$ cat config.mk
export PLATFORM = sky130hd
export DESIGN_NAME = ppc_instruction_decoder_top
export DESIGN_NICKNAME = d
export VERILOG_FILES = /design/src/hw/rtl/ppcid_pkg.sv /design/src/hw/rtl/ppc_instruction_decoder_top.sv /design/src/hw/rtl/ppcid_decode.sv
export SDC_FILE = /design/constraint.sdc
export NUM_CORES = 1
export LEC_CHECK = 0
export ABC_AREA = 1
export BUFFER_PORTS_ARGS = -buffer_cell sky130_fd_sc_hd__buf_4
export CAP_MARGIN = 10
export CORE_AREA = 2 2 150 152
export CTS_BUF_LIST = sky130_fd_sc_hd__clkbuf_8 sky130_fd_sc_hd__clkbuf_16
export DETAILED_ROUTE_END_ITERATION = 8
export DIE_AREA = 0 0 152 154
export RECOVER_POWER = 50
export SYNTH_ARGS = -nofsm -noshare
export SYNTH_HDL_FRONTEND = slang
export SYNTH_SLANG_ARGS = --single-unit
$ cat constraint.sdc
create_clock -name i_clk -period 3.7 [get_ports i_clk]
set_clock_uncertainty 0.2 [all_clocks]
set_input_delay 0.37 -clock i_clk [delete_from_list [all_inputs] [get_ports i_clk]]
set_output_delay 0.37 -clock i_clk [all_outputs]
set_load 0.005 [all_outputs]
$ cat src/hw/rtl/ppcid_pkg.sv
// ----------------------------------------------------------------------------
// ppcid_pkg
// Shared types and decode functions for the instruction decoder.
// ----------------------------------------------------------------------------
`default_nettype none

package ppcid_pkg;

    localparam int unsigned OpW = 8;

    // Registered input word plus its valid flag
    typedef struct packed {
        logic        valid;
        logic [31:0] word;
    } t_in_stage;

    // Decode result handed to the output stage
    typedef struct packed {
        logic [OpW-1:0] op_num;
        logic           unknown;
        logic           sub;
    } t_dec_result;

    // Primary opcode; 255 marks a secondary-decode opcode
    localparam logic [OpW-1:0] PrimSub = 8'd255;

    function automatic logic [OpW-1:0] prim_lookup(input logic [5:0] p);
        logic [OpW-1:0] r;
        unique case (p)
            6'd3: r = 8'd3;   6'd7: r = 8'd5;   6'd8: r = 8'd6;
            6'd10: r = 8'd7;  6'd11: r = 8'd8;  6'd12: r = 8'd9;
            6'd13: r = 8'd10; 6'd14: r = 8'd11; 6'd15: r = 8'd12;
            6'd16: r = 8'd1;  6'd17: r = 8'd4;  6'd18: r = 8'd2;
            6'd20: r = 8'd13; 6'd21: r = 8'd14; 6'd23: r = 8'd15;
            6'd24: r = 8'd16; 6'd25: r = 8'd17; 6'd26: r = 8'd18;
            6'd27: r = 8'd19; 6'd28: r = 8'd20; 6'd29: r = 8'd21;
            6'd32: r = 8'd22; 6'd33: r = 8'd23; 6'd34: r = 8'd24;
            6'd35: r = 8'd25; 6'd36: r = 8'd32; 6'd37: r = 8'd33;
            6'd38: r = 8'd34; 6'd39: r = 8'd35; 6'd40: r = 8'd26;
            6'd41: r = 8'd27; 6'd42: r = 8'd28; 6'd43: r = 8'd29;
            6'd44: r = 8'd30; 6'd45: r = 8'd31; 6'd46: r = 8'd36;
            6'd47: r = 8'd37; 6'd48: r = 8'd38; 6'd49: r = 8'd39;
            6'd50: r = 8'd40; 6'd51: r = 8'd41; 6'd52: r = 8'd42;
            6'd53: r = 8'd43; 6'd54: r = 8'd44; 6'd55: r = 8'd45;
            6'd56: r = 8'd46; 6'd57: r = 8'd47; 6'd60: r = 8'd48;
            6'd61: r = 8'd49;
            6'd4, 6'd19, 6'd31, 6'd59, 6'd63: r = PrimSub;
            default: r = 8'd0;
        endcase
        return r;
    endfunction

    // Opcode 4: exact field, then low 6 bits, then low 5 bits
    function automatic logic [OpW-1:0] op4_lookup(input logic [9:0] x);
        logic [OpW-1:0] r;
        unique case (x)
            10'd0: r = 8'd50;   10'd32: r = 8'd51;  10'd40: r = 8'd52;
            10'd136: r = 8'd53; 10'd264: r = 8'd54; 10'd64: r = 8'd55;
            10'd72: r = 8'd56;  10'd96: r = 8'd57;  10'd528: r = 8'd58;
            10'd560: r = 8'd59; 10'd592: r = 8'd60; 10'd624: r = 8'd61;
            10'd1014: r = 8'd62;
            default: r = 8'd0;
        endcase
        if (r == 8'd0) begin
            case (x[5:0])
                6'd6: r = 8'd80;  6'd7: r = 8'd81;
                6'd38: r = 8'd82; 6'd39: r = 8'd83;
                default: r = 8'd0;
            endcase
        end
        if (r == 8'd0) begin
            case (x[4:0])
                5'd10: r = 8'd63; 5'd11: r = 8'd64; 5'd12: r = 8'd65;
                5'd13: r = 8'd66; 5'd14: r = 8'd67; 5'd15: r = 8'd68;
                5'd18: r = 8'd69; 5'd20: r = 8'd70; 5'd21: r = 8'd71;
                5'd23: r = 8'd72; 5'd24: r = 8'd73; 5'd25: r = 8'd74;
                5'd26: r = 8'd75; 5'd28: r = 8'd76; 5'd29: r = 8'd77;
                5'd30: r = 8'd78; 5'd31: r = 8'd79;
                default: r = 8'd0;
            endcase
        end
        return r;
    endfunction

    function automatic logic [OpW-1:0] op19_lookup(input logic [9:0] x);
        logic [OpW-1:0] r;
        unique case (x)
            10'd528: r = 8'd84; 10'd16: r = 8'd85;  10'd257: r = 8'd86;
            10'd129: r = 8'd87; 10'd289: r = 8'd88; 10'd225: r = 8'd89;
            10'd33: r = 8'd90;  10'd449: r = 8'd91; 10'd417: r = 8'd92;
            10'd193: r = 8'd93; 10'd150: r = 8'd94; 10'd0: r = 8'd95;
            10'd50: r = 8'd96;
            default: r = 8'd0;
        endcase
        return r;
    endfunction

    function automatic logic [OpW-1:0] op31_lookup(input logic [9:0] x);
        logic [OpW-1:0] r;
        unique case (x)
            10'd266, 10'd778: r = 8'd97;
            10'd10, 10'd522: r = 8'd98;
            10'd138, 10'd650: r = 8'd99;
            10'd234, 10'd746: r = 8'd100;
            10'd202, 10'd714: r = 8'd101;
            10'd491, 10'd1003: r = 8'd102;
            10'd459, 10'd971: r = 8'd103;
            10'd75: r = 8'd104;
            10'd11: r = 8'd105;
            10'd235, 10'd747: r = 8'd106;
            10'd104, 10'd616: r = 8'd107;
            10'd40, 10'd552: r = 8'd108;
            10'd8, 10'd520: r = 8'd109;
            10'd136, 10'd648: r = 8'd110;
            10'd232, 10'd744: r = 8'd111;
            10'd200, 10'd712: r = 8'd112;
            10'd28: r = 8'd113;  10'd60: r = 8'd114;  10'd444: r = 8'd115;
            10'd124: r = 8'd116; 10'd316: r = 8'd117; 10'd412: r = 8'd118;
            10'd476: r = 8'd119; 10'd284: r = 8'd120; 10'd0: r = 8'd121;
            10'd32: r = 8'd122;  10'd26: r = 8'd123;  10'd922: r = 8'd124;
            10'd954: r = 8'd125; 10'd536: r = 8'd126; 10'd792: r = 8'd127;
            10'd824: r = 8'd128; 10'd24: r = 8'd129;  10'd54: r = 8'd130;
            10'd86: r = 8'd131;  10'd246: r = 8'd132; 10'd278: r = 8'd133;
            10'd470: r = 8'd134; 10'd758: r = 8'd135; 10'd1014: r = 8'd136;
            10'd23: r = 8'd137;  10'd55: r = 8'd138;  10'd279: r = 8'd139;
            10'd311: r = 8'd140; 10'd343: r = 8'd141; 10'd375: r = 8'd142;
            10'd87: r = 8'd143;  10'd119: r = 8'd144; 10'd534: r = 8'd145;
            10'd790: r = 8'd146; 10'd150: r = 8'd147; 10'd20: r = 8'd148;
            10'd533: r = 8'd149; 10'd597: r = 8'd150; 10'd151: r = 8'd151;
            10'd183: r = 8'd152; 10'd407: r = 8'd153; 10'd439: r = 8'd154;
            10'd215: r = 8'd155; 10'd247: r = 8'd156; 10'd662: r = 8'd157;
            10'd918: r = 8'd158; 10'd661: r = 8'd159; 10'd725: r = 8'd160;
            10'd535: r = 8'd161; 10'd567: r = 8'd162; 10'd599: r = 8'd163;
            10'd631: r = 8'd164; 10'd663: r = 8'd165; 10'd695: r = 8'd166;
            10'd727: r = 8'd167; 10'd759: r = 8'd168; 10'd983: r = 8'd169;
            10'd19: r = 8'd170;  10'd83: r = 8'd171;  10'd144: r = 8'd172;
            10'd146: r = 8'd173; 10'd210: r = 8'd174; 10'd242: r = 8'd175;
            10'd339: r = 8'd176; 10'd467: r = 8'd177; 10'd371: r = 8'd178;
            10'd512: r = 8'd179; 10'd595: r = 8'd180; 10'd659: r = 8'd181;
            10'd4: r = 8'd182;   10'd598: r = 8'd183; 10'd982: r = 8'd184;
            10'd310: r = 8'd185; 10'd438: r = 8'd186; 10'd854: r = 8'd187;
            10'd306: r = 8'd188; 10'd566: r = 8'd189;
            default: r = 8'd0;
        endcase
        return r;
    endfunction

    function automatic logic [OpW-1:0] op59_lookup(input logic [4:0] x);
        logic [OpW-1:0] r;
        case (x)
            5'd18: r = 8'd190; 5'd20: r = 8'd191; 5'd21: r = 8'd192;
            5'd24: r = 8'd193; 5'd25: r = 8'd194; 5'd28: r = 8'd195;
            5'd29: r = 8'd196; 5'd30: r = 8'd197; 5'd31: r = 8'd198;
            default: r = 8'd0;
        endcase
        return r;
    endfunction

    // Opcode 63: exact field, then low 5 bits
    function automatic logic [OpW-1:0] op63_lookup(input logic [9:0] x);
        logic [OpW-1:0] r;
        unique case (x)
            10'd264: r = 8'd199; 10'd32: r = 8'd200;  10'd0: r = 8'd201;
            10'd14: r = 8'd202;  10'd15: r = 8'd203;  10'd72: r = 8'd204;
            10'd136: r = 8'd205; 10'd40: r = 8'd206;  10'd12: r = 8'd207;
            10'd64: r = 8'd208;  10'd583: r = 8'd209; 10'd70: r = 8'd210;
            10'd38: r = 8'd211;  10'd134: r = 8'd212; 10'd711: r = 8'd213;
            default: r = 8'd0;
        endcase
        if (r == 8'd0) begin
            case (x[4:0])
                5'd18: r = 8'd214; 5'd20: r = 8'd215; 5'd21: r = 8'd216;
                5'd23: r = 8'd217; 5'd25: r = 8'd218; 5'd26: r = 8'd219;
                5'd28: r = 8'd220; 5'd29: r = 8'd221; 5'd30: r = 8'd222;
                5'd31: r = 8'd223;
                default: r = 8'd0;
            endcase
        end
        return r;
    endfunction

endpackage

`default_nettype wire

$ cat src/hw/rtl/ppc_instruction_decoder_top.sv
// ----------------------------------------------------------------------------
// ppc_instruction_decoder_top
// Decodes a 32-bit instruction word into an operation number.
// ----------------------------------------------------------------------------
// Usage:
//   Slave channel s_axis_* takes one instruction word per transfer in
//   s_axis_tdata. Master channel m_axis_* returns one result word per
//   instruction: operation number, unknown flag and subtable flag.
//   The word is captured in an input register, decoded by table logic, and
//   written to the output register.
//   Throughput is one word per cycle unless stalled; the output register
//   reloads in the cycle it is drained, so both registers advance together.
//   When the receiver stalls, the output register holds its word and the
//   input register holds the next one; tready drops only when both are full.
//   Synchronous active-low reset empties both registers; no words are
//   presented after reset until new input arrives.
// ----------------------------------------------------------------------------
`default_nettype none

module ppc_instruction_decoder_top (
    input  wire logic        i_clk,
    input  wire logic        i_rst_n,
    input  wire logic        s_axis_tvalid,
    output logic             s_axis_tready,
    input  wire logic [31:0] s_axis_tdata,   // [31:0] instruction_word
    output logic             m_axis_tvalid,
    input  wire logic        m_axis_tready,
    output logic [15:0]      m_axis_tdata    // [7:0] operation_number,
                                             // [8] is_unknown, [9] used_subtable
);

    ppcid_pkg::t_in_stage   r_in;
    ppcid_pkg::t_dec_result dec;
    ppcid_pkg::t_dec_result r_out;
    logic                   r_out_vld;
    logic                   out_free;
    logic                   adv;

    assign out_free      = !r_out_vld || m_axis_tready;
    assign adv           = r_in.valid && out_free;
    assign s_axis_tready = !r_in.valid || out_free;

    // Input register
    always_ff @(posedge i_clk) begin
        if (!i_rst_n) begin
            r_in.valid <= 1'b0;
        end else if (s_axis_tready) begin
            r_in.valid <= s_axis_tvalid;
        end
        if (s_axis_tready && s_axis_tvalid) begin
            r_in.word <= s_axis_tdata;
        end
    end

    ppcid_decode u_decode (
        .i_word (r_in.word),
        .o_res  (dec)
    );

    // Output register
    always_ff @(posedge i_clk) begin
        if (!i_rst_n) begin
            r_out_vld <= 1'b0;
        end else if (out_free) begin
            r_out_vld <= r_in.valid;
        end
        if (adv) begin
            r_out <= dec;
        end
    end

    assign m_axis_tvalid = r_out_vld;
    assign m_axis_tdata  = {6'd0, r_out.sub, r_out.unknown, r_out.op_num};

endmodule

`default_nettype wire

$ cat src/hw/rtl/ppcid_decode.sv
// ----------------------------------------------------------------------------
// ppcid_decode
// Combinational primary and secondary opcode decode of one word.
// ----------------------------------------------------------------------------
`default_nettype none

module ppcid_decode (
    input  wire logic [31:0]          i_word,
    output ppcid_pkg::t_dec_result    o_res
);

    logic [5:0]                  prim;
    logic [9:0]                  ext10;
    logic [ppcid_pkg::OpW-1:0]   p_num;
    logic [ppcid_pkg::OpW-1:0]   num;

    assign prim  = i_word[31:26];
    assign ext10 = i_word[10:1];
    assign p_num = ppcid_pkg::prim_lookup(prim);

    // Secondary table selection
    always_comb begin
        num = p_num;
        if (p_num == ppcid_pkg::PrimSub) begin
            unique case (prim)
                6'd4:    num = ppcid_pkg::op4_lookup(ext10);
                6'd19:   num = ppcid_pkg::op19_lookup(ext10);
                6'd31:   num = ppcid_pkg::op31_lookup(ext10);
                6'd59:   num = ppcid_pkg::op59_lookup(ext10[4:0]);
                default: num = ppcid_pkg::op63_lookup(ext10);
            endcase
        end
    end

    assign o_res.op_num  = num;
    assign o_res.unknown = (num == '0);
    assign o_res.sub     = (p_num == ppcid_pkg::PrimSub);

endmodule

`default_nettype wire
# Yosys cells after proc, flatten, opt, wreduce, memory -nomap -nowiden

Memory sizes are Yosys's and may differ from the RTL's. A register that Yosys moved wholly into a read port is not among the register bits.
Index checks and enable logic that the tools add are counted.

Muxes and demuxes: 20
Reduce and logical (&&, ||, !) cells: 26
Eq/ne operators: 141

Operators by type and width:

| kind                                                 | number |
|---|---|
| one-hot mux 8 bit (93 select lines)                  | 1 |
| equality test 10 bit, second input constant          | 51 |
| equality test 10 x 9 -> 1 bit, second input constant | 27 |
| equality test 10 x 8 -> 1 bit, second input constant | 21 |
| one-hot mux 8 bit (15 select lines)                  | 1 |
| equality test 10 x 7 -> 1 bit, second input constant | 11 |
| one-hot mux 7 bit (13 select lines)                  | 1 |
| equality test 10 x 6 -> 1 bit, second input constant | 8 |
| 2-to-1 mux 8 bit                                     | 10 |
| one-hot mux 6 bit (13 select lines)                  | 1 |
| equality test 10 x 5 -> 1 bit, second input constant | 7 |
| equality test 10 x 4 -> 1 bit, second input constant | 6 |
| logical NOT 8 bit                                    | 4 |
| one-hot mux 8 bit (4 select lines)                   | 1 |
| one-hot mux 7 bit (4 select lines)                   | 1 |
| OR reduction 2 bit                                   | 14 |
| equality test 6 x 3 -> 1 bit, second input constant  | 3 |
| equality test 6 bit, second input constant           | 3 |
| 2-to-1 mux 5 bit                                     | 3 |
| equality test 6 x 5 -> 1 bit, second input constant  | 2 |
| equality test 10 x 3 -> 1 bit, second input constant | 1 |
| logical NOT 10 bit                                   | 1 |
| equality test 8 bit, second input constant           | 1 |
| 2-to-1 mux 6 bit                                     | 1 |
| other kinds (4)                                      | 7 |

Logic and storage cells: 197
Memories kept: 4
Output and inout bits: 18
Input port bits: 36
ROM bits: 1216
Flip-flop bits (word level): 44

Memory list:

| name            | words | width | read ports | clocked after memory_dff | write ports | line             | RTL |
|---|---|---|---|---|---|---|---|
| (no name shown) | 64    | 8     | 1          | 1                        | 0           | ppcid_pkg.sv:29  | `unique case (p)` |
| (no name shown) | 32    | 8     | 1          | 1                        | 0           | ppcid_pkg.sv:150 | `case (x)` |
| (no name shown) | 32    | 7     | 1          | 1                        | 0           | ppcid_pkg.sv:72  | `case (x[4:0])` |
| (no name shown) | 32    | 7     | 1          | 1                        | 0           | ppcid_pkg.sv:171 | `case (x[4:0])` |

# Logic depth before layout (Yosys ltp)

Gate-level depths: netlist of run 1.

Depth after elaboration: 13
Gate-level depth with buffers: 19
Depth with buffers taken out: 19

# By module

A second synthesis of run 1 with hierarchy kept.

Cell total of the unflattened synthesis: 839
Area total of the unflattened synthesis: 5036.1 um2

Modules (own cells, without submodules):

| module                      | area each (um2) | seq. area each (um2) | cells an instance | instances |
|---|---|---|---|---|
| ppcid_decode                | 3631.0          | 0.0                  | 777               | 1 |
| ppc_instruction_decoder_top | 1405.1          | 1301.2               | 62                | 1 |

# Worst setup path after synthesis of run 1

No wires, ideal clock.

Path type: input to register
Start point: in m_axis_tready
End point: reg, netlist name u_decode.p_num[5]
Arrival time: 2.378 ns
Stages: 14
Slack: 0.992 ns
Buffers on the path: 0
Data required time: 3.370 ns
Setup time: 0.130 ns
Cells stage by stage: inv_1 nand3_1 nand2_1 inv_1 or2_2 o21ai_1 inv_1 ha_1 nand2_1 nor2_1 inv_1 nor2_1 o21ai_0 o31ai_1

Longest elaborated chain between the ends: 4

Ends and longest elaborated chain:

| item                       | line                              | RTL |
|---|---|---|
| start, declared            | ppc_instruction_decoder_top.sv:27 | `input wire logic m_axis_tready,` |
| logical OR 1 bit           | ppc_instruction_decoder_top.sv:39 | `assign out_free = !r_out_vld \|\| m_axis_tready;` |
| logical OR 1 bit           | ppc_instruction_decoder_top.sv:41 | `assign s_axis_tready = !r_in.valid \|\| out_free;` |
| via s_axis_tready          | ppc_instruction_decoder_top.sv:24 | `output logic s_axis_tready,` |
| logical AND 1 bit          | ppc_instruction_decoder_top.sv:50 | `if (s_axis_tready && s_axis_tvalid) begin` |
| 2-to-1 mux 6 bit (no line) | n/a                               |  |

The timed path passes the listed nets, and every way through them passes these cells.
A chain may end at the register's enable or synchronous reset.

==> flow_summary_export.csv, run 1 <==
group,metric,value,unit
drt,dr.pass1.iters,5,
setup_path,r2r_setup_slack,0.65,ns
outcome,outcome,"completed",
sta,drv_slew,0,
sta,relSlewSlack,0.226,
sta,clock.fmax,0.328,GHz
drt,drc,0,
placement,portBuffers,31,
synth,synth_cells,949,
finish,syn_to_final_growth,12.4,%
drt,wire_per_inst,14.6,um
floorplanning,fp.dieW,152,um
synth,post_synth_num_cell_types,43,
synth,yosysSeqAreaShare,0.242,
pwr,p_per_area,256,nW/um^2
setup_path,cpMostUsedCell,"nand2_1",
run,maxCapViolCount,0,
synth,ys_warn_count,0,
synth,synth_async_sr_flop_share,0,
finish,multi_input_area,3600,um^2
pwr,irDropWorstVdd,0.153,mV
setup_path,path_class,"reg -> reg",
setup_path,path_cells,"inv_2 > nand2_1 > nor2_2 > buf_4 > nand3_1 > nand2_1 > nor2_1 > nand2_1 > nor2_1 > nand3_1 > nand2_1 > nand3_1 > nand2_1 > nand2_1 > nor2_1 > nand2_1 > nor2_1",
setup_path,critPathTopFamily,"simple AND/OR/NAND/NOR gates",
synth,synth-main-ff-cell,"edfxtp_1",
floorplanning,start_util,0.248,
sta,final_hold_viol_count,0,
sta,post-route-period-util,0.825,
drt,vias_per_cell,5.01,
hold_path,hold_path_class,"in -> reg",
setup_path,cp_slowest_cell,"nor2_2",
clocking,cts_tree,"built",
setup_path,startpoint_type,"flop",
clocking,htreeDepth,2,
synth,syn_area_per_cell,5.67,um^2
finish,n_antenna_cell,0,
finish,final_core_util,0.279,
clocking,cts_made_buffers,5,
finish,layout-drive-gt1-share,0.0779,
placement,dp.final_hpwl,14400,um
synth,synth_area,5380,um^2
finish,layout_common_cells,"280 x nand2_1, 184 x nor2_1, 144 x nand3_1",
drt,drt_wl_total,18300,um
floorplanning,die_y,154,um
setup_path,path_max_fanout,20,
global_route,grt_max_degree,44,
floorplanning,core,21700,um^2
sta,min_period,3.05,ns
clocking,cts.reportedPaths.clkPinSlew,0.07,ns
drt,vias,6292,
finish,final_area,6040,um^2
placement,dp.cells,1248,
floorplanning,std_cell_rows,54,
setup_path,critical_path_arrival,2.91,ns
global_route,grt_overflow,0,
synth,ys_seq_elements,52,
sta,setup_viol,0,
clocking,postCtsSetupRepairBufs,0,
global_route,antenna_found_initial,0,
setup_path,critPathBufInv,2,
global_route,grt_pass1_vias,5831,
pwr,power.leakage,3.14,nW
global_route,grt_usage,0.154,
finish,nFillCells,2419,
floorplanning,die_area,23400,um^2
clocking,clock-sinks,52,
setup_path,max_stage_delay,0.66,ns
clocking,postCtsHoldBufs,0,
finish,regArea,1300,um^2
sta,worstMarginPinSlew,1.15,ns
sta,final.setup.tns,0,ns
finish,nNetsFinal,1025,
finish,instances_no_fill,1256,
drt,drt_iter0_markers,671,
drt,ant_nets,0,
clocking,clock_latency,0.29,ns
sta,hold_ws,0.0753,ns
global_route,grt_pass1_wl,29700,um
finish,layout_commonest_cell,"nand2_1",
clocking,cts.root.buffer_cell,"clkbuf_16",
setup_path,required,3.56,ns
sta,rsz0062_at_grt,"false",
clocking,cts_buffer_depth,2,
setup_path,worstSetupEndpointType,"flop",
placement,placed_area,5940,um^2
clocking,postCtsResizedCells,0,
floorplanning,io_pins,54,
synth,synth-edff-count,26,
placement,gp_congestion,1.06,
where the power goes:
part	total [mW]	internal [mW]	switching, mW
Sequential	0.697	0.665	0.0320
Combinational	0.388	0.120	0.267
Clock	0.459	0.252	0.207
area by class of cell:
type                    count  share of cell area
clock buffers               5              0.0207
flip-flops and latches     52               0.215
well taps                 280              0.0580
multi-input cells         783               0.596
inverters                  87              0.0540
clock inverters             3             0.00352
repair buffers             46              0.0530
layer usage:
metal | wire length [um] | share of wire | global-route usage | up-vias
li1 | - | - | - | 3149
met1 | 7980 | 0.44 | 0.203 | 2790
met2 | 8100 | 0.44 | 0.252 | 300
met3 | 1390 | 0.076 | 0.0158 | 53
met4 | 803 | 0.044 | 0.0788 | 0
met5 | 0 | 0 | 0 | -
logic make-up (layout without fill, tap and decap cells):
family,after synthesis,after routing,synth area share
AND/OR/NAND/NOR,657,657,0.519
buffers and inverters,119,141,0.0921
AO/OA/AOI/OAI,106,106,0.114
flip-flops,52,52,0.242
adder cells (fa/ha/maj),14,14,0.0326
other,1,6,0.000697
path summary, 6_finish.rpt:
path / from / end / cells past startpoint
max: r_in[4]$_DFFE_PP_ / m_axis_tdata[8]$_DFFE_PP_ / 17
min: s_axis_tdata[6] / r_in[6]$_DFFE_PP_ / 1
max reg2reg: r_in[4]$_DFFE_PP_ / m_axis_tdata[8]$_DFFE_PP_ / 17
min reg2reg: r_in[32]$_SDFFE_PN0N_ / m_axis_tvalid$_SDFFE_PN0P_ / 2
metrics by stage:
stage | power (mW) | setup slack [ns]
after global routing | 1.64 | 0.417
final | 1.54 | 0.649
after floorplan | 0.972 | 0.992
after detailed placement | 1.10 | 0.681
after global placement | 1.10 | 0.705
after CTS | 1.56 | 0.706
cell usage after synthesis (all sizes together), types with 4 or more instances:
library cell	n	area, um^2
edfxtp	26	781
nand3	146	741
inv	84	315
buf	24	139
o21ai	48	248
o211ai	8	60.1
nand4	10	62.6
clkbuf	8	30.0
nand2	283	1070
nor2	196	781
a21oi	30	154
nor3	10	50.1
dfxtp	26	521
o31ai	4	30.0
ha	14	175
No activity file was read; power rests on OpenSTA's default activity.
==> run 2, diff against run 1 <==
--- a/config.mk
+++ b/config.mk
@@ -5,13 +5,13 @@
 export SDC_FILE = /design/constraint.sdc
 export NUM_CORES = 1
 export LEC_CHECK = 0
-export ABC_AREA = 1
+export ABC_AREA = 0
 export BUFFER_PORTS_ARGS = -buffer_cell sky130_fd_sc_hd__buf_4
 export CAP_MARGIN = 10
-export CORE_AREA = 2 2 150 152
+export CORE_AREA = 2 2 156 158
 export CTS_BUF_LIST = sky130_fd_sc_hd__clkbuf_8 sky130_fd_sc_hd__clkbuf_16
 export DETAILED_ROUTE_END_ITERATION = 8
-export DIE_AREA = 0 0 152 154
+export DIE_AREA = 0 0 158 160
 export RECOVER_POWER = 50
 export SYNTH_ARGS = -nofsm -noshare
 export SYNTH_HDL_FRONTEND = slang
==> constraint.sdc (replaced) <==
create_clock -name i_clk -period 3.1 [get_ports i_clk]
set_clock_uncertainty 0.2 [all_clocks]
set_input_delay 0.31 -clock i_clk [delete_from_list [all_inputs] [get_ports i_clk]]
set_output_delay 0.31 -clock i_clk [all_outputs]
set_load 0.005 [all_outputs]
==> run 2 against run 1 <==
  * The flow now finishes with violations (negative setup slack)
  * Cell count grew 1.4%
  * Clock power is 26% higher
  * Maximum frequency shrank 2.2%
  * Critical endpoint unchanged
  * Power is 50% higher
  * Highest routed layer unchanged
  * Synthesized cell count is 21% lower
  * Routed wire length is 41% higher
  * Sequential power grew 19%
  * Worst setup slack got worse by 0.67 ns
  * Largest cell class unchanged
==> flow_summary_export.csv, run 2 <==
group,metric,value,unit
outcome,outcome,"finished with violations",
outcome,violations,"negative setup slack",
global_route,grt_pass1_vias,6661,
drt,drc,0,
pwr,power.internal,1.51,mW
synth,post_synth_num_cell_types,90,
synth,yosysSeqAreaShare,0.225,
placement,dp.cells,1224,
synth,synth_top_cell_area_share,0.135,
setup_path,startpoint_type,"flop",
pwr,swShare,0.349,
floorplanning,start_util,0.243,
pwr,clkPwrFrac,0.250,
clocking,clock_latency,0.31,ns
finish,nNetsFinal,998,
placement,gp_congestion,1.00,
synth,muxShareOfSynthArea,0.0396,
sta,drv_slew,0,
setup_path,path_cells,"buf_12 > buf_4 > buf_4 > nor3_1 > buf_4 > o2111ai_1 > a21oi_1 > a2111oi_4 > o221ai_4 > nor3_2 > o31ai_2 > nor4_2",
sta,post-route-period-util,1.01,
sta,min_period,3.12,ns
pwr,p_switching,0.808,mW
synth,synth_area,5780,um^2
setup_path,max_stage_delay,0.43,ns
run,maxCapViolCount,0,
pwr,comb_power_share,0.392,
finish,n_antenna_cell,0,
global_route,grt_overflow,0,
drt,wire_per_inst,20.2,um
finish,multi_input_area,4460,um^2
placement,dp.final_hpwl,19600,um
setup_path,path_max_fanout,16,
global_route,grt_pass1_wl,38500,um
sta,rsz0062_at_grt,"true",
floorplanning,die_y,160,um
synth,syn_area_per_cell,7.74,um^2
synth,synthTopCellsByCount,"64 x nand2_1, 48 x nor2_1, 47 x a21oi_1",
clocking,cts.reportedPaths.clkPinSlew,0.08,ns
clocking,cts_made_buffers,5,
sta,setup_ws,-0.0199,ns
synth,yosys.area_share.adder,0.0303,
clocking,cts.root.buffer_cell,"clkbuf_16",
synth,synth-edff-count,26,
synth,synth_async_sr_flop_share,0,
pwr,p_per_area,272,nW/um^2
pwr,irDropWorstVdd,0.188,mV
finish,layout_common_cells,"199 x buf_4, 64 x nand2_1, 46 x nor2_1",
setup_path,cp_slowest_cell,"a2111oi_4",
drt,dr.pass1.iters,7,
finish,final_core_util,0.358,
sta,clock.fmax,0.321,GHz
setup_path,required,3.04,ns
setup_path,path_class,"reg -> reg",
finish,layout-drive-gt1-share,0.355,
sta,relSlewSlack,0.299,
pwr,seqPwrFrac,0.358,
drt,drt_wl_total,25700,um
drt,vias,7123,
synth,yosys-top-cells-area,"edfxtp_1 14%, dfxtp_1 9.0%, nand2_1 4.2%, a21oi_1 4.1%, nand3_1 3.4%",
synth,ys_warn_count,0,
sta,final_hold_viol_count,0,
placement,pre_cts_slack,-0.201,ns
synth,synth.most_common_cell,"nand2_1",
clocking,cts_buffer_depth,2,
synth,synth_cells,747,
synth,synth-xor-area-share,0.0197,
clocking,clock-sinks,52,
global_route,grt_usage,0.196,
finish,layout_commonest_cell,"buf_4",
finish,instances_no_fill,1273,
global_route,grt_max_degree,26,
finish,nFillCells,2492,
clocking,htreeDepth,2,
synth,synth_area_leader_cell,"edfxtp_1",
finish,regArea,1300,um^2
sta,worstMarginPinSlew,1.04,ns
sta,setup_viol,1,
floorplanning,core,23800,um^2
hold_path,hold_path_class,"in -> reg",
synth,synth_compound_area_frac,0.264,
setup_path,worstSetupEndpointType,"flop",
setup_path,critical_path_arrival,3.06,ns
floorplanning,io_pins,54,
finish,syn_to_final_growth,47.4,%
synth,ys_seq_elements,52,
drt,vias_per_cell,5.60,
drt,ant_nets,0,
placement,portBuffers,31,
clocking,cts_tree,"built",
floorplanning,fp.dieW,158,um
setup_path,cpMostUsedCell,"buf_4",
floorplanning,die_area,25300,um^2
floorplanning,std_cell_rows,57,
drt,drt_iter0_markers,716,
synth,yosys.area_share.simple,0.343,
synth,synth_top_family_by_area,"simple AND/OR/NAND/NOR gates",
pwr,power.leakage,3.28,nW
global_route,antenna_found_initial,0,
synth,synth-main-ff-cell,"edfxtp_1",
## run 2: metal layers
metal,part of all wire,up-vias,GRT usage
met3,0.084,82,0.0309
met1,0.42,3341,0.263
met2,0.45,399,0.314
li1,-,3301,-
met4,0.046,0,0.0782
met5,0,-,0
## run 2: path summary, 6_finish.rpt
kind | endpoint | cells past startpoint | slack (ns) | from
max | m_axis_tdata[8]$_DFFE_PP_ | 12 | -0.02 | r_in[1]$_DFFE_PP_
min | m_axis_tvalid$_SDFFE_PN0P_ | 2 | 0.01 | i_rst_n
max reg2reg | m_axis_tdata[8]$_DFFE_PP_ | 12 | -0.02 | r_in[1]$_DFFE_PP_
min reg2reg | m_axis_tvalid$_SDFFE_PN0P_ | 1 | 0.30 | r_in[32]$_SDFFE_PN0N_
## run 2: what timing repair did
| item | 4_1_cts | 5_1_grt |
|---|---|---|
| pin swaps | 6 | 24 |
| setup endpoints to repair | 4 | 7 |
| cloned | 0 | 1 |
| resized for setup | 23 | 67 |
| hold buffers | 13 | 1 |
| hold endpoints to repair | 13 | 1 |
| buffers inserted | 7 | 19 |
## run 2: metrics by stage
step	TNS, ns	cell area (um^2)	hold WS [ns]	total power [mW]
global placement	-0.377	7590	0.263	1.65
detailed placement	-0.542	7590	0.285	1.65
finish	-0.0199	8520	0.0125	2.32
CTS	0	8030	0.0000511	2.26
floorplan	0	5800	0.209	1.29
global route	-0.225	8520	0.0249	2.43
## run 2: kinds of logic after synthesis
group                      Yosys count
AOI/OAI and AO/OA                  214
xor gates and xnor gates            13
adders and majority gates           14
buffers and inverters               91
DFF                                 52
muxes                               20
other                                1
and+or+nand+nor                    342
## run 2: power by group through the flow
stage	clock network [mW]	registers, mW	logic (mW)
floorplan	0	0.828	0.459
CTS	0.599	0.827	0.837
global route	0.622	0.834	0.973
global placement	0	0.842	0.807
detailed placement	0	0.843	0.804
finish	0.579	0.829	0.909
## run 2: layout make-up
cell class | instances | share of cell area
multi-input cells | 609 | 0.523
repair buffers | 259 | 0.249
flip-flops and latches | 52 | 0.153
well taps | 324 | 0.0476
clock buffers | 5 | 0.0147
inverters | 21 | 0.00969
clock inverters | 3 | 0.00294
## run 2: worst max-delay path, delay by kind of cell (launching register included)
kind / cells / cell delay, ns
buffers and inverters: 4 / 0.64
DFF: 1 / 0.38
and+or+nand+nor: 3 / 0.49
AOI/OAI and AO/OA: 5 / 1.25
==> run 3, diff against run 2 <==
--- a/config.mk
+++ b/config.mk
@@ -5,14 +5,15 @@
 export SDC_FILE = /design/constraint.sdc
 export NUM_CORES = 1
 export LEC_CHECK = 0
-export ABC_AREA = 0
+export ABC_AREA = 1
 export BUFFER_PORTS_ARGS = -buffer_cell sky130_fd_sc_hd__buf_4
 export CAP_MARGIN = 10
-export CORE_AREA = 2 2 156 158
+export CORE_AREA = 2 2 113 115
 export CTS_BUF_LIST = sky130_fd_sc_hd__clkbuf_8 sky130_fd_sc_hd__clkbuf_16
 export DETAILED_ROUTE_END_ITERATION = 8
-export DIE_AREA = 0 0 158 160
+export DIE_AREA = 0 0 115 117
 export RECOVER_POWER = 50
+export SLEW_MARGIN = 20
 export SYNTH_ARGS = -nofsm -noshare
 export SYNTH_HDL_FRONTEND = slang
 export SYNTH_SLANG_ARGS = --single-unit
==> run 3 against run 2 <==
  * The flow now finishes without violations
  * Global-route usage grew 8.8 points
  * Count of clock-buffer cells in the layout grew 1
  * Cell area shrank 25%
  * Maximum frequency grew 8.0%
  * Power shrank 18%
  * Worst hold slack gained 0.019 ns
  * Largest cell class unchanged
  * Largest power group is now sequential cells
==> flow_summary_export.csv, run 3 (synthesis results as in run 1) <==
group,metric,value,unit
drt,wire_per_inst,16.0,um
finish,n_antenna_cell,0,
drt,drt_iter0_markers,681,
finish,layout_commonest_cell,"nand2_1",
sta,final_hold_viol_count,0,
setup_path,worstSetupEndpointType,"flop",
hold_path,hold_path_class,"in -> reg",
finish,layout_common_cells,"279 x nand2_1, 181 x nor2_1, 144 x nand3_1",
floorplanning,die_area,13500,um^2
floorplanning,die_y,117,um
floorplanning,start_util,0.437,
drt,wl_met3,1340,um
sta,drv_slew,0,
setup_path,cp_slowest_cell,"edfxtp_1",
finish,syn_to_final_growth,18.1,%
setup_path,critical_path_arrival,2.74,ns
clocking,htreeDepth,2,
drt,ant_nets,0,
finish,final_core_util,0.516,
hold_path,min_from,"s_axis_tdata[30]",
setup_path,reg2reg_from,"r_in[2]$_DFFE_PP_",
outcome,outcome,"completed",
setup_path,path_max_fanout,12,
setup_path,path_class,"reg -> reg",
clocking,clock_latency,0.29,ns
setup_path,cpMostUsedCell,"nand2_1",
setup_path,max_stage_delay,0.54,ns
clocking,cts_buffer_depth,2,
sta,post-route-period-util,0.932,
clocking,cts.reportedPaths.clkPinSlew,0.06,ns
global_route,grt_max_degree,44,
drt,drt_wl_total,18800,um
floorplanning,std_cell_rows,41,
sta,final.setup.tns,0,ns
setup_path,required,2.95,ns
finish,layout-drive-gt1-share,0.118,
placement,dp.cells,1140,
hold_path,min_to,"r_in[30]$_DFFE_PP_",
pwr,p_per_area,299,nW/um^2
placement,pre_cts_slack,0.242,ns
global_route,antenna_found_initial,0,
sta,hold_ws,0.0318,ns
sta,setup_viol,0,
placement,portBuffers,31,
floorplanning,io_pins,54,
sta,clock.fmax,0.346,GHz
drt,drc,0,
setup_path,r2r_setup_slack,0.21,ns
sta,worstMarginPinSlew,0.945,ns
setup_path,timing.rr.end,"m_axis_tdata[8]$_DFFE_PP_",
sta,min_period,2.89,ns
finish,nNetsFinal,1073,
drt,vias_per_cell,5.50,
drt,drt-met1-wl,7900,um
setup_path,startpoint_type,"flop",
global_route,grt_usage,0.284,
global_route,grt_pass1_vias,5940,
sta,relSlewSlack,0.363,
finish,instances_no_fill,1174,
setup_path,worst_r2r_path_depth,18,
hold_path,min_path_cells,1,
floorplanning,fp.dieW,115,um
placement,gp_congestion,0.998,
pwr,irDropWorstVdd,0.229,mV
sta,setup_ws,0.212,ns
clocking,cts_made_buffers,5,
setup_path,path_cells,"inv_2 > nand2_1 > nor2_1 > buf_4 > nand3_1 > inv_1 > nor2_1 > nand2_1 > nor2_1 > nand2_2 > inv_2 > nand2_1 > a21oi_1 > nand2_1 > nand2_1 > nor2_1 > nand2_1 > nor2_1",
global_route,grt_pass1_wl,30100,um
drt,vias,6454,
pwr,power.leakage,3.41,nW
drt,dr.pass1.iters,6,
floorplanning,core,12300,um^2
clocking,clock-sinks,52,
clocking,cts_tree,"built",
drt,met2_length,8870,um
drt,top_layer_used,"met4",
run,maxCapViolCount,0,
placement,dp.final_hpwl,14700,um
global_route,grt_overflow,0,
clocking,cts.root.buffer_cell,"clkbuf_16",
-- run 3: cell types whose count changed in the layout (fill, tap and decap cells not counted), moves of 11 or more --
cell and change:
nor3_1 -13, a21oi_1 -16, nand2b_1 -12, inv_1 +59
buf_4 -150, nand2_1 +215, mux2i_1 -14, nand4_1 -11
nand3_1 +105, nor2_1 +135, nor2b_1 -14
-- run 3: worst max-delay path by stage --
stage | from | to | slack [ns] | cells after the start
2_1_floorplan | m_axis_tvalid$_SDFFE_PN0P_ | u_decode.p_num[5]$_DFF_P_ | 0.45 | 13
3_3_place_gp | r_in[4]$_DFFE_PP_ | m_axis_tdata[8]$_DFFE_PP_ | 0.19 | 15
3_5_place_dp | r_in[2]$_DFFE_PP_ | m_axis_tdata[8]$_DFFE_PP_ | 0.24 | 18
4_1_cts | r_in[2]$_DFFE_PP_ | m_axis_tdata[8]$_DFFE_PP_ | 0.22 | 18
5_1_grt | r_in[2]$_DFFE_PP_ | m_axis_tdata[8]$_DFFE_PP_ | -0.006 | 18
6_report | r_in[2]$_DFFE_PP_ | m_axis_tdata[8]$_DFFE_PP_ | 0.21 | 18
-- run 3: report_power, final --
group          switching, mW  leakage (nW)  internal (mW)  total, mW
combinational          0.337          2.86          0.189      0.526
clock                  0.225        0.0786          0.318      0.544
sequential            0.0358         0.470          0.794      0.830
total                  0.598          3.41           1.30       1.90
-- run 3: metal layers --
layer | vias up | track usage
li1 | 3255 | -
met5 | - | 0
met1 | 2844 | 0.367
met4 | 0 | 0.136
met3 | 48 | 0.0257
met2 | 307 | 0.481
-- run 3: timing repair --
item	in CTS	in global routing
resized for setup	0	6
endpoints found under the hold margin	12	1
setup endpoints to repair	0	1
hold buffers	12	1
setup buffers	0	13
-- run 3: worst max-delay path: cells and delay by family, from the launching register on --
kind / cells / cell delay [ns]
buffers and inverters: 4 / 0.45
DFF: 1 / 0.54
AOI/OAI and AO/OA: 1 / 0.13
and+or+nand+nor: 13 / 1.31
-- run 3: area by class of cell --
cell class              count  area (um^2)
clock buffers               6          139
multi-input cells         783         3620
fillers                  1344         5960
flip-flops and latches     52         1300
repair buffers             94          764
clock inverters             2         10.0
inverters                  87          327
well taps                 150          188
-- run 3: metrics by stage --
stage / power, mW / instance area (um^2)
floorplan: 1.16 / 5400
global placement: 1.34 / 5960
detailed placement: 1.33 / 5960
CTS: 1.89 / 6230
global route: 2.01 / 6350
finish: 1.90 / 6350
